File: src/hw/rtl/csvs_pkg.sv
// Package for the CSV field splitter: transaction types, character codes,
// result kinds, default sizes and the command record passed from front to back.
// Depends on nothing; every other file of the block imports it.
package csvs_pkg;

    localparam int MAX_FIELDS_DEF = 32;
    localparam int HOLD_DEPTH_DEF = 16;
    localparam int HOLD_STORE     = 16;
    localparam int FIDX_W         = 5;
    localparam int QUEUE_DEPTH    = 2;

    localparam logic [7:0] CH_COMMA = 8'h2C;
    localparam logic [7:0] CH_QUOTE = 8'h22;
    localparam logic [7:0] CH_SPACE = 8'h20;
    localparam logic [7:0] CH_TAB   = 8'h09;
    localparam logic [7:0] CH_CR    = 8'h0D;

    localparam logic KIND_DATA = 1'b0;
    localparam logic KIND_MARK = 1'b1;

    typedef struct packed {
        logic       has_byte;
        logic [7:0] data_byte;
        logic       end_of_line;
    } in_item_t;

    typedef struct packed {
        logic              kind;
        logic [7:0]        out_byte;
        logic [FIDX_W-1:0] field_index;
        logic              index_overflow;
        logic              space_overflow;
        logic              line_end;
        logic              last_of_run;
    } out_item_t;

    // One classified input item, as the back part carries it out.
    typedef struct packed {
        logic              op_char;
        logic              op_comma;
        logic              eol;
        logic [7:0]        ch;
        logic [FIDX_W-1:0] idx;
        logic              sat;
        logic [FIDX_W-1:0] eol_idx;
        logic              eol_sat;
    } cmd_t;

    typedef enum logic [1:0] {
        PH_BODY = 2'b01,
        PH_EOL  = 2'b10
    } phase_t;

endpackage

File: src/hw/rtl/csvs_front.sv
// Front part of the CSV field splitter: accepts input transactions, tracks
// quote mode and the field counter, and turns each item into a command.
// Depends on csvs_pkg.
module csvs_front
    import csvs_pkg::*;
#(
    parameter int MAX_FIELDS = MAX_FIELDS_DEF
)
(
    input  logic     clk,
    input  logic     rst_n,
    input  logic     item_valid,
    output logic     item_stall,
    input  in_item_t item,
    input  logic     q_full,
    output logic     q_push,
    output cmd_t     q_cmd
);

    localparam int CNT_W = $clog2(MAX_FIELDS);

    logic             in_quotes_reg, in_quotes_next;
    logic             prev_quote_reg, prev_quote_next;
    logic [CNT_W-1:0] field_cnt_reg, field_cnt_next;
    logic             cnt_sat_reg, cnt_sat_next;

    logic             accept;
    logic             is_comma;
    logic             is_quote;
    logic             op_char;
    logic [CNT_W-1:0] cnt_after;
    logic             sat_after;
    logic [CNT_W+FIDX_W-1:0] idx_wide;
    logic [CNT_W+FIDX_W-1:0] eol_idx_wide;

    assign item_stall = q_full;
    assign accept     = item_valid && !q_full;

    assign is_comma = item.has_byte && !in_quotes_reg && (item.data_byte == CH_COMMA);
    assign is_quote = item.has_byte && (item.data_byte == CH_QUOTE);
    // A quote that reopens quote mode right after a quote stands for a literal quote.
    assign op_char  = item.has_byte && !is_comma
                      && (!is_quote || (!in_quotes_reg && prev_quote_reg));

    always_comb
    begin
        cnt_after = field_cnt_reg;
        sat_after = cnt_sat_reg;
        if (is_comma)
        begin
            if (field_cnt_reg == CNT_W'(MAX_FIELDS - 1))
            begin
                sat_after = 1'b1;
            end
            else
            begin
                cnt_after = field_cnt_reg + 1'b1;
            end
        end
    end

    assign idx_wide     = {{FIDX_W{1'b0}}, field_cnt_reg};
    assign eol_idx_wide = {{FIDX_W{1'b0}}, cnt_after};

    always_comb
    begin
        q_cmd.op_char  = op_char;
        q_cmd.op_comma = is_comma;
        q_cmd.eol      = item.end_of_line;
        q_cmd.ch       = item.data_byte;
        q_cmd.idx      = idx_wide[FIDX_W-1:0];
        q_cmd.sat      = cnt_sat_reg;
        q_cmd.eol_idx  = eol_idx_wide[FIDX_W-1:0];
        q_cmd.eol_sat  = sat_after;
    end

    assign q_push = accept && (op_char || is_comma || item.end_of_line);

    always_comb
    begin
        in_quotes_next  = in_quotes_reg;
        prev_quote_next = prev_quote_reg;
        field_cnt_next  = field_cnt_reg;
        cnt_sat_next    = cnt_sat_reg;
        if (accept)
        begin
            if (item.has_byte)
            begin
                if (is_quote && !is_comma)
                begin
                    in_quotes_next  = !in_quotes_reg;
                    prev_quote_next = 1'b1;
                end
                else
                begin
                    prev_quote_next = 1'b0;
                end
            end
            field_cnt_next = cnt_after;
            cnt_sat_next   = sat_after;
            if (item.end_of_line)
            begin
                in_quotes_next  = 1'b0;
                prev_quote_next = 1'b0;
                field_cnt_next  = '0;
                cnt_sat_next    = 1'b0;
            end
        end
    end

    always_ff @(posedge clk or negedge rst_n)
    begin
        if (!rst_n)
        begin
            in_quotes_reg  <= 1'b0;
            prev_quote_reg <= 1'b0;
            field_cnt_reg  <= '0;
            cnt_sat_reg    <= 1'b0;
        end
        else
        begin
            in_quotes_reg  <= in_quotes_next;
            prev_quote_reg <= prev_quote_next;
            field_cnt_reg  <= field_cnt_next;
            cnt_sat_reg    <= cnt_sat_next;
        end
    end

endmodule

File: src/hw/rtl/csvs_queue.sv
// Short command queue between the front and back parts of the CSV splitter.
// Depends on csvs_pkg for the command record and the queue depth.
module csvs_queue
    import csvs_pkg::*;
(
    input  logic clk,
    input  logic rst_n,
    input  logic push,
    input  cmd_t push_cmd,
    output logic full,
    input  logic pop,
    output logic head_valid,
    output cmd_t head
);

    localparam int QP_W = (QUEUE_DEPTH > 1) ? $clog2(QUEUE_DEPTH) : 1;
    localparam int QC_W = $clog2(QUEUE_DEPTH + 1);

    cmd_t            entry_reg [QUEUE_DEPTH];
    logic [QP_W-1:0] wr_ptr_reg, wr_ptr_next;
    logic [QP_W-1:0] rd_ptr_reg, rd_ptr_next;
    logic [QC_W-1:0] count_reg, count_next;
    logic            do_push;
    logic            do_pop;

    assign full       = (count_reg == QC_W'(QUEUE_DEPTH));
    assign head_valid = (count_reg != '0);
    assign head       = entry_reg[rd_ptr_reg];
    assign do_push    = push && !full;
    assign do_pop     = pop && head_valid;

    always_comb
    begin
        wr_ptr_next = wr_ptr_reg;
        rd_ptr_next = rd_ptr_reg;
        count_next  = count_reg;
        if (do_push)
        begin
            wr_ptr_next = (wr_ptr_reg == QP_W'(QUEUE_DEPTH - 1)) ? '0 : wr_ptr_reg + 1'b1;
        end
        if (do_pop)
        begin
            rd_ptr_next = (rd_ptr_reg == QP_W'(QUEUE_DEPTH - 1)) ? '0 : rd_ptr_reg + 1'b1;
        end
        if (do_push && !do_pop)
        begin
            count_next = count_reg + 1'b1;
        end
        else if (do_pop && !do_push)
        begin
            count_next = count_reg - 1'b1;
        end
    end

    always_ff @(posedge clk)
    begin
        if (do_push)
        begin
            entry_reg[wr_ptr_reg] <= push_cmd;
        end
    end

    always_ff @(posedge clk or negedge rst_n)
    begin
        if (!rst_n)
        begin
            wr_ptr_reg <= '0;
            rd_ptr_reg <= '0;
            count_reg  <= '0;
        end
        else
        begin
            wr_ptr_reg <= wr_ptr_next;
            rd_ptr_reg <= rd_ptr_next;
            count_reg  <= count_next;
        end
    end

endmodule

File: src/hw/rtl/csvs_back.sv
// Back part of the CSV field splitter: trims whitespace, flushes held bytes,
// emits field bytes and field end markers through one output register.
// Depends on csvs_pkg.
module csvs_back
    import csvs_pkg::*;
#(
    parameter int HOLD_DEPTH = HOLD_DEPTH_DEF
)
(
    input  logic      clk,
    input  logic      rst_n,
    input  logic      trim_enable,
    input  logic      head_valid,
    input  cmd_t      head,
    output logic      pop,
    output logic      result_valid,
    input  logic      result_stall,
    output out_item_t result
);

    localparam int HOLD_LIMIT = (HOLD_DEPTH < HOLD_STORE) ? HOLD_DEPTH : HOLD_STORE;
    localparam int HCNT_W     = $clog2(HOLD_LIMIT + 1);
    localparam int HIDX_W     = (HOLD_LIMIT > 1) ? $clog2(HOLD_LIMIT) : 1;

    logic [7:0]        held_mem [HOLD_LIMIT];
    phase_t            phase_reg, phase_next;
    logic [HCNT_W-1:0] fptr_reg, fptr_next;
    logic [HCNT_W-1:0] held_count_reg, held_count_next;
    logic              held_lost_reg, held_lost_next;
    logic              seen_text_reg, seen_text_next;
    logic              out_valid_reg, out_valid_next;
    out_item_t         out_reg;

    logic              adv;
    logic              emit;
    out_item_t         emit_item;
    logic              mem_we;
    logic [7:0]        held_rd;
    logic              ch_is_space;

    function automatic logic is_space(input logic [7:0] c);
        is_space = (c == CH_SPACE) || ((c >= CH_TAB) && (c <= CH_CR));
    endfunction

    assign adv         = !out_valid_reg || !result_stall;
    assign held_rd     = held_mem[fptr_reg[HIDX_W-1:0]];
    assign ch_is_space = is_space(head.ch);

    always_comb
    begin
        phase_next      = phase_reg;
        fptr_next       = fptr_reg;
        held_count_next = held_count_reg;
        held_lost_next  = held_lost_reg;
        seen_text_next  = seen_text_reg;
        pop             = 1'b0;
        emit            = 1'b0;
        mem_we          = 1'b0;
        emit_item       = '0;
        emit_item.space_overflow = held_lost_reg;

        if (head_valid && adv)
        begin
            unique case (phase_reg)
                PH_BODY:
                begin
                    emit_item.field_index    = head.idx;
                    emit_item.index_overflow = head.sat;
                    if (head.op_char && trim_enable && ch_is_space)
                    begin
                        // Whitespace: dropped before text or when full, else held.
                        if (seen_text_reg)
                        begin
                            if (held_count_reg < HCNT_W'(HOLD_LIMIT))
                            begin
                                mem_we          = 1'b1;
                                held_count_next = held_count_reg + 1'b1;
                            end
                            else
                            begin
                                held_lost_next = 1'b1;
                            end
                        end
                        if (head.eol)
                        begin
                            phase_next = PH_EOL;
                        end
                        else
                        begin
                            pop = 1'b1;
                        end
                    end
                    else if (head.op_char && (fptr_reg < held_count_reg))
                    begin
                        emit               = 1'b1;
                        emit_item.kind     = KIND_DATA;
                        emit_item.out_byte = held_rd;
                        fptr_next          = fptr_reg + 1'b1;
                    end
                    else if (head.op_char)
                    begin
                        emit                  = 1'b1;
                        emit_item.kind        = KIND_DATA;
                        emit_item.out_byte    = head.ch;
                        emit_item.last_of_run = !head.eol;
                        fptr_next             = '0;
                        held_count_next       = '0;
                        seen_text_next        = 1'b1;
                        if (head.eol)
                        begin
                            phase_next = PH_EOL;
                        end
                        else
                        begin
                            pop = 1'b1;
                        end
                    end
                    else if (head.op_comma)
                    begin
                        emit                  = 1'b1;
                        emit_item.kind        = KIND_MARK;
                        emit_item.last_of_run = !head.eol;
                        held_count_next       = '0;
                        held_lost_next        = 1'b0;
                        seen_text_next        = 1'b0;
                        if (head.eol)
                        begin
                            phase_next = PH_EOL;
                        end
                        else
                        begin
                            pop = 1'b1;
                        end
                    end
                    else
                    begin
                        emit                     = 1'b1;
                        emit_item.kind           = KIND_MARK;
                        emit_item.field_index    = head.eol_idx;
                        emit_item.index_overflow = head.eol_sat;
                        emit_item.line_end       = 1'b1;
                        emit_item.last_of_run    = 1'b1;
                        held_count_next          = '0;
                        held_lost_next           = 1'b0;
                        seen_text_next           = 1'b0;
                        pop                      = 1'b1;
                    end
                end
                PH_EOL:
                begin
                    emit                     = 1'b1;
                    emit_item.kind           = KIND_MARK;
                    emit_item.field_index    = head.eol_idx;
                    emit_item.index_overflow = head.eol_sat;
                    emit_item.line_end       = 1'b1;
                    emit_item.last_of_run    = 1'b1;
                    fptr_next                = '0;
                    held_count_next          = '0;
                    held_lost_next           = 1'b0;
                    seen_text_next           = 1'b0;
                    pop                      = 1'b1;
                    phase_next               = PH_BODY;
                end
                default:
                begin
                    phase_next = PH_BODY;
                end
            endcase
        end
    end

    assign out_valid_next = adv ? emit : out_valid_reg;

    always_ff @(posedge clk)
    begin
        if (mem_we)
        begin
            held_mem[held_count_reg[HIDX_W-1:0]] <= head.ch;
        end
        if (adv && emit)
        begin
            out_reg <= emit_item;
        end
    end

    always_ff @(posedge clk or negedge rst_n)
    begin
        if (!rst_n)
        begin
            phase_reg      <= PH_BODY;
            fptr_reg       <= '0;
            held_count_reg <= '0;
            held_lost_reg  <= 1'b0;
            seen_text_reg  <= 1'b0;
            out_valid_reg  <= 1'b0;
        end
        else
        begin
            phase_reg      <= phase_next;
            fptr_reg       <= fptr_next;
            held_count_reg <= held_count_next;
            held_lost_reg  <= held_lost_next;
            seen_text_reg  <= seen_text_next;
            out_valid_reg  <= out_valid_next;
        end
    end

    assign result_valid = out_valid_reg;
    assign result       = out_reg;

endmodule

File: src/hw/rtl/csv_field_splitter_core.sv
// CSV field splitter, top level. A line enters one byte per input transaction;
// commas outside quotes split it into fields, and every field byte that is not
// trimmed leaves as a result tagged with its field index, followed by a field
// end marker, the last of which carries line_end. The front part takes one input
// transaction per cycle into a two-entry command queue. The back part drives a
// single output register and produces one result per cycle while result_stall
// is low. A plain field byte or comma yields one result, a byte that releases k
// held whitespace bytes yields k+1, a byte or comma that also ends the line
// yields one more, and whitespace that is held or dropped yields none. The input
// stalls only while the queue is full.
// trim_enable may be written only while the block is idle.
module csv_field_splitter_core
    import csvs_pkg::*;
#(
    parameter int MAX_FIELDS = MAX_FIELDS_DEF,
    parameter int HOLD_DEPTH = HOLD_DEPTH_DEF
)
(
    input  logic      clk,
    input  logic      rst_n,
    input  logic      trim_wr_en,
    input  logic      trim_wr_data,
    input  logic      item_valid,
    output logic      item_stall,
    input  in_item_t  item,
    output logic      result_valid,
    input  logic      result_stall,
    output out_item_t result
);

    // Trim configuration register; user must change it only while idle; unenforced.
    logic trim_enable_reg;

    // Command path between the front and the back parts.
    logic q_push;
    cmd_t q_cmd;
    logic q_full;
    logic q_pop;
    logic q_head_valid;
    cmd_t q_head;

    always_ff @(posedge clk or negedge rst_n)
    begin
        if (!rst_n)
        begin
            trim_enable_reg <= 1'b0;
        end
        else if (trim_wr_en)
        begin
            trim_enable_reg <= trim_wr_data;
        end
    end

    // The front part tracks quote mode and the field count, and classifies
    // each byte into a command for the back part.
    csvs_front #(
        .MAX_FIELDS (MAX_FIELDS)
    ) u_front (
        .clk        (clk),
        .rst_n      (rst_n),
        .item_valid (item_valid),
        .item_stall (item_stall),
        .item       (item),
        .q_full     (q_full),
        .q_push     (q_push),
        .q_cmd      (q_cmd)
    );

    csvs_queue u_queue (
        .clk        (clk),
        .rst_n      (rst_n),
        .push       (q_push),
        .push_cmd   (q_cmd),
        .full       (q_full),
        .pop        (q_pop),
        .head_valid (q_head_valid),
        .head       (q_head)
    );

    // The back part owns the whitespace hold buffer and the output register.
    csvs_back #(
        .HOLD_DEPTH (HOLD_DEPTH)
    ) u_back (
        .clk          (clk),
        .rst_n        (rst_n),
        .trim_enable  (trim_enable_reg),
        .head_valid   (q_head_valid),
        .head         (q_head),
        .pop          (q_pop),
        .result_valid (result_valid),
        .result_stall (result_stall),
        .result       (result)
    );

    // The front never pushes a command into a full queue.
    assert property (@(posedge clk) disable iff (!rst_n) !(q_push && q_full))
        else $error("command pushed into a full queue");

    // The line end marker is always a marker and always the last result of its item.
    assert property (@(posedge clk) disable iff (!rst_n)
        (result_valid && result.line_end) |->
            (result.kind == KIND_MARK) && result.last_of_run)
        else $error("line end result is not a closing marker");

    // Field end markers carry no character.
    assert property (@(posedge clk) disable iff (!rst_n)
        (result_valid && (result.kind == KIND_MARK)) |-> (result.out_byte == 8'h00))
        else $error("field end marker with a nonzero byte");

    // The queue is popped only when it holds a command.
    assert property (@(posedge clk) disable iff (!rst_n) q_pop |-> q_head_valid)
        else $error("command queue popped while empty");

endmodule

File: config.mk
export PLATFORM = sky130hd
export DESIGN_NAME = csv_field_splitter_core
export DESIGN_NICKNAME = d
export VERILOG_FILES = /design/src/hw/rtl/csvs_pkg.sv /design/src/hw/rtl/csvs_front.sv /design/src/hw/rtl/csvs_queue.sv /design/src/hw/rtl/csvs_back.sv /design/src/hw/rtl/csv_field_splitter_core.sv
export SDC_FILE = /design/constraint.sdc
export NUM_CORES = 1
export LEC_CHECK = 0
export BUFFER_PORTS_ARGS = -buffer_cell sky130_fd_sc_hd__buf_2
export CORE_MARGIN = 3
export CORE_UTILIZATION = 32
export CTS_BUF_LIST = sky130_fd_sc_hd__clkbuf_8
export CTS_CLUSTER_DIAMETER = 100
export DETAILED_ROUTE_END_ITERATION = 10
export HOLD_SLACK_MARGIN = 0.02
export MAX_ROUTING_LAYER = met4
export SYNTH_ARGS = -nofsm -noshare
export SYNTH_HDL_FRONTEND = slang
export SYNTH_SLANG_ARGS = --single-unit
File: constraint.sdc
create_clock -name clk -period 3.72 [get_ports clk]
set_input_delay 0.558 -clock clk [delete_from_list [all_inputs] [get_ports clk]]
set_output_delay 0.558 -clock clk [all_outputs]
set_load 0.01 [all_outputs]
# Yosys cells after proc, flatten, opt, wreduce, memory -nomap -nowiden
# Memory sizes are Yosys's and may differ from the RTL's.
# Index checks and enable logic that the tools add are counted.
[word_totals] in_bits=16 wordCells=174 register_bits=46 n_memories=2 out_inout_bits=20 ram_bits=174
[mem_list] name="u_back.held_mem" words=16 width=8 rd=1 rd_ports_with_merged_regs=0 write_ports=1 line="csvs_back.sv:25" source="logic [7:0] held_mem [HOLD_LIMIT];"
[mem_list] name="u_queue.entry_reg" words=2 width=23 rd=1 rd_ports_with_merged_regs=0 write_ports=1 line="csvs_queue.sv:19" source="cmd_t entry_reg [QUEUE_DEPTH];"
[classes] reduce_logical=46 n_addsub=7 bitwise=2 eq_ne=16 n_lt_le_gt_ge=4 n_mux=76
[op_table] cell="$mux 5" count=10
[op_table] cell="$mux 1" count=41
[op_table] cell="$eq 8x6->1 const B" count=3
[op_table] cell="$mux 2" count=10
[op_table] cell="$pmux 5 s2" count=2
[op_table] cell="$logic_and 1x1->1" count=19
[op_table] cell="$mux 6" count=3
[op_table] cell="$add 5x1->5 const B" count=3
[op_table] cell="$mux 15" count=1
[op_table] cell="$pmux 6 s2" count=1
[op_table] cell="$pmux 1 s2" count=5
[op_table] cell="$reduce_bool 2->1" count=5
[op_table] cell="$logic_not 1->1" count=9
[op_table] cell="$mux 9" count=1
[op_table] cell="$ne 3x3->1 const B" count=3
[op_table] cell="$ge 8x4->1 const B" count=1
[op_table] cell="$le 8x4->1 const B" count=1
[op_table] cell="$mux 8" count=1
[op_table] cell="$reduce_and 4->1" count=2
[op_table] cell="$ne 3x2->1 const B" count=2
[op_table] cell="$reduce_and 3->1" count=2
[op_table] cell="$reduce_and 6->1" count=1
[op_table] cell="$eq 5x5->1 const B" count=1
[op_table] cell="$logic_or 1x1->1" count=5
[op_table] cell="15 further kinds" count=19

# Longest topological paths before layout
# Gate-level depths: netlist of the first run.
[logic_depth] ltp_word=14 mapped_depth=12 ltp_nobuf=11

# By module
# Synthesis of the first run repeated with hierarchy kept, for this count alone.
[hier_totals] cells_unflattened=551 hier_area_um2=9550.4
[by_module_without_submodules] mod="csvs_back" area_per_inst_um2=6857.8 cells_each=380 seq_area_each_um2=4760.8 instances=1
[by_module_without_submodules] mod="csvs_queue" area_per_inst_um2=1963.1 cells_each=91 seq_area_each_um2=1481.4 instances=1
[by_module_without_submodules] mod="csvs_front" area_per_inst_um2=689.4 cells_each=78 seq_area_each_um2=200.2 instances=1
[by_module_without_submodules] mod="csv_field_splitter_core" area_per_inst_um2=40.0 cells_each=2 seq_area_each_um2=25.0 instances=1

# Worst setup path after synthesis of the first run
# No wires, ideal clock.
[synth_path] path_kind="input to register" startpoint="in item[8] (netlist name)" endpoint="mem u_queue.entry_reg[0][0] (netlist name) (enable)" path_buffers=0 required_time_ps=3315 arrival_ps=2703 slack_ps=611 cell_stages=5 setup_ps=405 path_cell_list="or2_2 > nor3_2 > nor2_1 > a21oi_1 > nor2b_1"
[synth_rtl] element="from (decl)" line="csv_field_splitter_core.sv:25" source="input in_item_t item,"
[synth_rtl] element="to (decl)" line="csvs_queue.sv:19"

# Worst setup path after layout of the first run
[layout_path] startpoint="reg u_queue.rd_ptr_reg" endpoint="reg u_back.out_reg (netlist bit u_back.result[14]) (enable)"
[layout_between] elab_chain_len=9 word_cells_on_any_way=12 classes_between="order compare: 2; eq/ne: 1; mux: 3; reduce/logical: 5; memory: 1"
[layout_lines] element="from (decl)" line="csvs_queue.sv:21" source="logic [QP_W-1:0] rd_ptr_reg, rd_ptr_next;"
[layout_lines] element="from (signal assigned)" line="csvs_queue.sv:74" source="rd_ptr_reg <= rd_ptr_next;"
[layout_lines] element="$mem_v2 2x23 (*)"
[layout_lines] element="$ge 8x4->1 or $le 8x4->1 (tied branches)" line="csvs_back.sv:42" source="is_space = (c == CH_SPACE) || ((c >= CH_TAB) && (c <= CH_CR));"
[layout_lines] element="$logic_and 1x1->1" line="csvs_back.sv:42"
[layout_lines] element="$logic_or 1x1->1" line="csvs_back.sv:42"
[layout_lines] element="$logic_and 1x1->1 (*)" line="csvs_back.sv:69" source="if (head.op_char && trim_enable && ch_is_space)"
[layout_lines] element="$mux 1 (*)" line="csvs_back.sv:69"
[layout_lines] element="$pmux 1 s2 (*)" line="csvs_back.sv:64" source="unique case (phase_reg)"
[layout_lines] element="$mux 1 (*)" line="csvs_back.sv:62" source="if (head_valid && adv)"
[layout_lines] element="$logic_and 1x1->1 (*)" line="csvs_back.sv:180" source="if (adv && emit)"
[layout_lines] element="to (signal assigned)" line="csvs_back.sv:182" source="out_reg <= emit_item;"
[layout_lines] element="to (decl)" line="csvs_back.sv:32" source="out_item_t out_reg;"
# Mark *: on every way between the ends. The rest lies on a longest branch, timed or not.
# A chain may end at the register's enable or synchronous reset.

==> results of run 1 <==
[layout make-up]
cell class | count | area share [%]
repair buffers | 70 | 4.04
multi-input cells | 319 | 25.6
clock inverters | 25 | 1.25
well taps | 384 | 4.43
clock buffers | 37 | 4.69
flip-flops and latches | 220 | 59.6
inverters | 11 | 0.380
[synthesized netlist by cell type (all sizes together), types with 2 or more instances]
master / n
o2111ai: 2
nand3: 15
xor2: 4
or4: 3
a21o: 2
xnor2: 2
dfrtp: 27
nor4: 7
nor3: 20
mux2: 12
nand4bb: 2
buf: 11
o21ai: 19
nor2b: 16
clkbuf: 15
a211oi: 7
a21oi: 31
nand2b: 7
a41o: 2
a32o: 2
a2bb2oi: 4
mux4: 40
nand4: 4
inv: 11
ha: 13
a31oi: 6
nand2: 29
and2: 4
nor2: 26
or2: 4
o31ai: 5
o211ai: 3
o21a: 4
edfxtp: 192
mux2i: 9
a22o: 2
[routing by layer]
layer,vias up,share of wire (%),routed length [um]
met5,-,0,0
met4,0,2.2,434
met3,35,5.6,1130
met2,170,45,9110
met1,2678,47,9500
li1,2466,-,-
[worst max-delay path by stage]
stage,startpoint,to,slack [ns],cells after the start
2_1_floorplan,item[8],u_queue.entry_reg[0][0],0.61,5
3_3_place_gp,u_queue.rd_ptr_reg,u_back.result[9],0.65,8
3_5_place_dp,u_queue.rd_ptr_reg,u_back.result[10],0.58,8
4_1_cts,u_queue.rd_ptr_reg,u_back.result[14],0.60,8
5_1_grt,u_queue.rd_ptr_reg,u_back.result[14],0.43,8
6_report,u_queue.rd_ptr_reg,u_back.result[14],0.59,8
[kinds of logic after synthesis]
group	Yosys count	synth area share [%]
compound gates	101	7.51
flops	220	68.8
buf+inv	37	1.64
fa+ha+maj	13	1.73
mux	61	12.0
simple gates	138	7.73
xor+xnor	6	0.559
[critical path: cells and delay by family, from the launching register on]
kind	cells	cell delay, ns
AND/OR/NAND/NOR	3	1.07
AO/OA/AOI/OAI	3	0.51
buffers and inverters	2	0.74
flip-flops	1	0.53
[per-stage QoR]
stage | total power [mW] | instances | util, % | cell area, um^2 | hold slack (ns)
2_1_floorplan | 4.58 | 576 | - | 9400 | 0.262
3_3_place_gp | 5.24 | 1004 | 35.4 | 10200 | 0.490
3_5_place_dp | 5.25 | 1004 | 35.4 | 10200 | 0.498
4_1_cts | 7.20 | 1066 | 37.6 | 10900 | 0.0891
5_1_grt | 7.50 | 1066 | 37.6 | 10900 | 0.127
6_report | 7.11 | 1066 | 37.6 | 10900 | 0.0875
[report_power, final]
| group | total (mW) | switching [mW] | internal (mW) | leakage, nW |
|---|---|---|---|---|
| Sequential | 3.30 | 0.126 | 3.17 | 2.12 |
| Combinational | 1.89 | 1.23 | 0.656 | 1.18 |
| Clock | 1.92 | 0.929 | 0.994 | 0.368 |
==> summary.txt, run 1 <==
Outcome
  – Outcome: complete, no violations

Clock network
  – H-tree levels: 2
  – Worst-Skew Late Latency: 0.53 ns
  – Clock tree buffer depth: 3
  – Reg clk slew, reported paths: 0.07 ns
  – Post-CTS sizing: 0
  – TritonCTS clock tree: done
  – Post-CTS setup buffer count: 0
  – Clk sink count: 220
  – Num CTS Buffers: 37
  – Clock root cell: clkbuf_8
  – Cts hold-fix bufs: 0

Die
  – Die area: 31500 um^2
  – Placeable core area: 28900 um^2
  – Number of core rows: 62
  – Initial Util: 32.6%
  – Die Y: 177 um
  – Horiz. Die Dim: 177 um
  – I/O Pins: 36

Timing
  – Clock Skew: 0.0311 ns
  – Final Cycle Share: 84.0%
  – Final WS setup: 0.595 ns
  – Fmax: 320 MHz
  – Tightest Pin Transition: 1.14 ns
  – RSZ-0062 raised after global routing: no
  – Fin. Hold Viols: 0
  – Final Max Tran Viols: 0
  – Setup_tns: 0 ns
  – Final Critical Period: 3.13 ns
  – Relative slew slack: 23.5%
  – Final Setup Violations: 0

Drt
  – Via count: 5349
  – DRC Markers: 0
  – Initial DRC count: 488
  – Routed wire length: 20200 um
  – DRT Pass-1 Iters: 4
  – Antenna Violating Nets Remaining: 0
  – Routed vias/inst: 5.02
  – Drt wl/cell: 18.9 um

Run
  – MaxCap Viol Count: 0

Power and ir drop
  – VDD IR max: 0.000208 V
  – Lkg Pwr: 3.66 nW
  – Power Density: 655 nW/um^2

Finish
  – Register Area: 6470 um^2
  – Most frequent cells in the layout: 192 x edfxtp_1, 40 x mux4_2, 37 x clkbuf_8
  – Max FFs per register: 128
  – Footprint of the multi-input gates: 2780 um^2
  – Commonest non-fill, non-tap cell in the layout: edfxtp_1
  – Share of cells above drive strength 1: 26.1%
  – Ant diodes: 0
  – Final net count: 688
  – Area delta synth->final: 15.5%
  – Filler instances: 2734

Setup path
  – CP Cell Sequence: buf_4, nor2_1, a32o_1, o2111a_1, nand3_2, a21oi_1, nor2_1, buf_4
  – Worst path arrival time: 3.36 ns
  – Reg2Reg Launch Point: u_queue.rd_ptr_reg
  – Worst r2r path cells: 8
  – CP Class: flop to flop
  – Crit. End Element: flop
  – Worst reg2reg endpoint: u_back.result[14]
  – Worst path max stage delay: 0.88 ns
  – Worst R2R Setup Slack: 0.59 ns
  – Cell with the largest stage delay on the worst path: nor2_1
  – Worst path required time: 3.96 ns
  – CP max FO: 31
  – CP startpoint kind: flop

Global routing
  – Largest net degree at the start of global routing: 38
  – GRT Overall Usage: 13.4%
  – Met2 Use GR: 19.5%
  – First-pass GRT wire length: 31300 um
  – Vias in the first global route: 5288
  – Met3 GRT Util: 2.61%
  – Met1 track demand over resource: 18.9%
  – Total gr overflow: 0
  – Initial antenna violation count: 0
  – Grt peak-use layer: met2

Place
  – Placer Congestion: 0.816
  – PortBufs: 35
  – Dpl hpwl: 13400 um
  – Worst slack, placed: 0.581 ns

Yosys
  – Yosys top cell area share: 61.3%
  – Seq/Total Area, Yosys: 68.8%
  – EDFF count, synth: 192
  – Top post-synthesis cells by area: edfxtp_1 61%, mux4_2 9.6%, dfrtp_1 7.2%
  – Main synth FF type: edfxtp_1
  – Gate Count Post-Synth: 576
  – Syn avg cell area: 16.3 um^2
  – Flops & latches, synth: 220
  – Synth cell types: 62
  – Synth async-reset ratio: 12.7%
  – Synth warn: 0
  – Cell area after synthesis: 9400 um^2
  – Leading area contributor after synthesis: edfxtp_1
  – Synthesized net count: 605

Worst hold path
  – Hold WC Path Type: primary input to async pin
No activity file was read; power rests on OpenSTA's default activity.
==> run 2: changes to the inputs <==
==> constraint.sdc (replaced) <==
create_clock -name clk -period 2.7 [get_ports clk]
set_input_delay 0.405 -clock clk [delete_from_list [all_inputs] [get_ports clk]]
set_output_delay 0.405 -clock clk [all_outputs]
set_load 0.01 [all_outputs]
==> summary.txt, run 2 (same netlist as run 1, synthesis figures left out) <==
Clock network
  – Clk sink count: 220 (unchanged)
  – Worst-Skew Late Latency: 0.55 ns (was 0.53 ns)
  – Reg clk slew, reported paths: 0.06 ns (was 0.07 ns)
  – Clock root cell: clkbuf_8 (unchanged)
  – Num CTS Buffers: 37 (unchanged)
  – TritonCTS clock tree: done (unchanged)
  – H-tree levels: 2 (unchanged)
  – Clock tree buffer depth: 3 (unchanged)

Die
  – I/O Pins: 36 (unchanged)
  – Initial Util: 32.6% (unchanged)
  – Number of core rows: 62 (unchanged)
  – Die area: 31500 um^2 (unchanged)
  – Placeable core area: 28900 um^2 (unchanged)
  – Horiz. Die Dim: 177 um (unchanged)
  – Die Y: 177 um (unchanged)

Finish
  – Layout Cells excl Fill: 1079 (was 1066)
  – Most frequent cells in the layout: 192 x edfxtp_1, 40 x mux4_2, 40 x clkbuf_8 (was 192 x edfxtp_1, 40 x mux4_2, 37 x clkbuf_8)
  – Ant diodes: 0 (unchanged)
  – Max FFs per register: 128 (unchanged)
  – Commonest non-fill, non-tap cell in the layout: edfxtp_1 (unchanged)
  – Share of cells above drive strength 1: 29.1% (was 26.1%)
  – Finished Cell Area: 11100 um^2 (was 10900 um^2)
  – Area delta synth->final: 18.6% (was 15.5%)
  – Final net count: 697 (was 688)

Timing
  – Final Max Tran Viols: 0 (unchanged)
  – Final Critical Period: 2.47 ns (was 3.13 ns)
  – Relative slew slack: 52.4% (was 23.5%)
  – RSZ-0062 raised after global routing: no (unchanged)
  – Tightest Pin Transition: 0.715 ns (was 1.14 ns)
  – Hold_ws: 0.0825 ns (was 0.0875 ns)
  – Fmax: 405 MHz (was 320 MHz)
  – Final WS setup: 0.234 ns (was 0.595 ns)
  – Final Cycle Share: 91.3% (was 84.0%)
  – Clock Skew: 0.0382 ns (was 0.0311 ns)
  – Fin. Hold Viols: 0 (unchanged)
  – Final Setup Violations: 0 (unchanged)

Global routing
  – GRT Overall Usage: 13.6% (was 13.4%)
  – Largest net degree at the start of global routing: 36 (was 38)
  – First-pass GRT wire length: 32100 um (was 31300 um)
  – Total gr overflow: 0 (unchanged)
  – Vias in the first global route: 5464 (was 5288)
  – Initial antenna violation count: 0 (unchanged)

Setup path
  – Worst path arrival time: 2.91 ns (was 3.36 ns)
  – CP max FO: 8 (was 31)
  – CP Class: flop to flop (unchanged)
  – Reg2Reg Launch Point: u_queue.rd_ptr_reg (unchanged)
  – Crit. End Element: flop (unchanged)
  – Most used cell, CP: xor2_1
  – CP Cell Sequence: buf_4, mux2_2, nor4_2, or2_2, nand3_4, a21o_1, ha_1, xor2_1, nor2_1, xor2_1 (was buf_4, nor2_1, a32o_1, o2111a_1, nand3_2, a21oi_1, nor2_1, buf_4)
  – Worst path required time: 3.14 ns (was 3.96 ns)
  – Cell with the largest stage delay on the worst path: dfrtp_2 (was nor2_1)
  – CP startpoint kind: flop (unchanged)
  – Worst setup path startpoint: u_queue.rd_ptr_reg (unchanged)
  – Worst path max stage delay: 0.44 ns (was 0.88 ns)

Place
  – PortBufs: 35 (unchanged)
  – Placer Congestion: 0.797 (was 0.816)
  – Placed Cells incl. Taps: 1012 (was 1004)
  – Placed Area: 10300 um^2 (was 10200 um^2)
  – Worst slack, placed: 0.0629 ns (was 0.581 ns)
  – Dpl hpwl: 13800 um (was 13400 um)

Drt
  – Initial DRC count: 484 (was 488)
  – Antenna Violating Nets Remaining: 0 (unchanged)
  – Drt wl/cell: 18.8 um (was 18.9 um)
  – DRT Pass-1 Iters: 5 (was 4)
  – DRC Markers: 0 (unchanged)
  – Routed wire length: 20300 um (was 20200 um)
  – Via count: 5354 (was 5349)
  – Routed vias/inst: 4.96 (was 5.02)

Run
  – MaxCap Viol Count: 0 (unchanged)

Outcome
  – Outcome: complete, no violations (unchanged)

Worst hold path
  – Hold WC Path Type: primary input to flop (was primary input to async pin)
  – Min-delay src: item[6]

Power and ir drop
  – Power Density: 929 nW/um^2 (was 655 nW/um^2)
  – VDD IR max: 0.000397 V (was 0.000208 V)
  – Lkg Pwr: 3.79 nW (was 3.66 nW)
## run 2: cell count changes in the layout (fill, tap and decap cells not counted), moves of 3 or more
cell and delta:
buf_4 +4, nor3_1 -6, clkbuf_8 +3, buf_12 +3, bufinv_16 +3, nor3_2 +6
## run 2: timing repair
| action | CTS | global route |
|---|---|---|
| endpoints found under the hold margin | 27 | 0 |
| hold buffers | 1 | 0 |
| setup buffers | 0 | 0 |
| endpoints found under the setup margin | 0 | 126 |
| gates resized for setup | 0 | 4 |
## run 2: worst paths after layout
| path | endpoint | cells after the start | slack, ns |
|---|---|---|---|
| worst max-delay path | u_queue.count_reg[1] | 10 | 0.23 |
| worst min-delay path | u_queue.entry_reg[0][17] | 1 | 0.08 |
| worst max register to register | u_queue.count_reg[1] | 10 | 0.23 |
| worst min register to register | u_back.phase_reg[0] | 2 | 0.50 |
| max in group asynchronous | u_queue.rd_ptr_reg | 2 | 1.73 |
| min in group asynchronous | u_back.fptr_reg[0] | 2 | 0.44 |
## run 2: critical path, delay by kind of cell (launching register included)
family                   cells  cell delay (ns)
XOR/XNOR                     2             0.29
flip-flops                   1             0.44
adder cells (fa/ha/maj)      1             0.22
AO/OA/AOI/OAI                1             0.25
AND/OR/NAND/NOR              4             0.63
multiplexers                 1             0.36
buffers and inverters        1             0.18
## run 2: per-stage QoR
step	total power, mW	util, %	TNS, ns
finish	10.3	38.6	0
global route	10.9	38.6	0
CTS	10.5	38.6	0
detailed placement	7.34	35.8	0
global placement	7.31	35.8	0
floorplan	6.33	-	-7.51
## run 2: power breakdown
| group | switching (mW) | internal, mW | leakage, nW |
|---|---|---|---|
| logic | 1.72 | 0.992 | 1.23 |
| clock network | 1.32 | 1.77 | 0.435 |
| registers | 0.177 | 4.37 | 2.12 |
| total | 3.22 | 7.13 | 3.79 |
## run 2: final cells by class
cell class | count | area [um^2]
Clock buffer | 40 | 551
Clock inverter | 26 | 229
Fill cell | 2697 | 17700
Inverter | 11 | 41.3
Multi-Input combinational cell | 319 | 2820
Sequential cell | 220 | 6470
Tap cell | 384 | 480
Timing Repair Buffer | 79 | 549
## run 2: metal layers
metal / track usage (%) / share of wire (%)
met1: 18.9 / 46
met2: 20.7 / 47
met3: 2.57 / 5.0
met4: 3.86 / 1.4
met5: - / 0
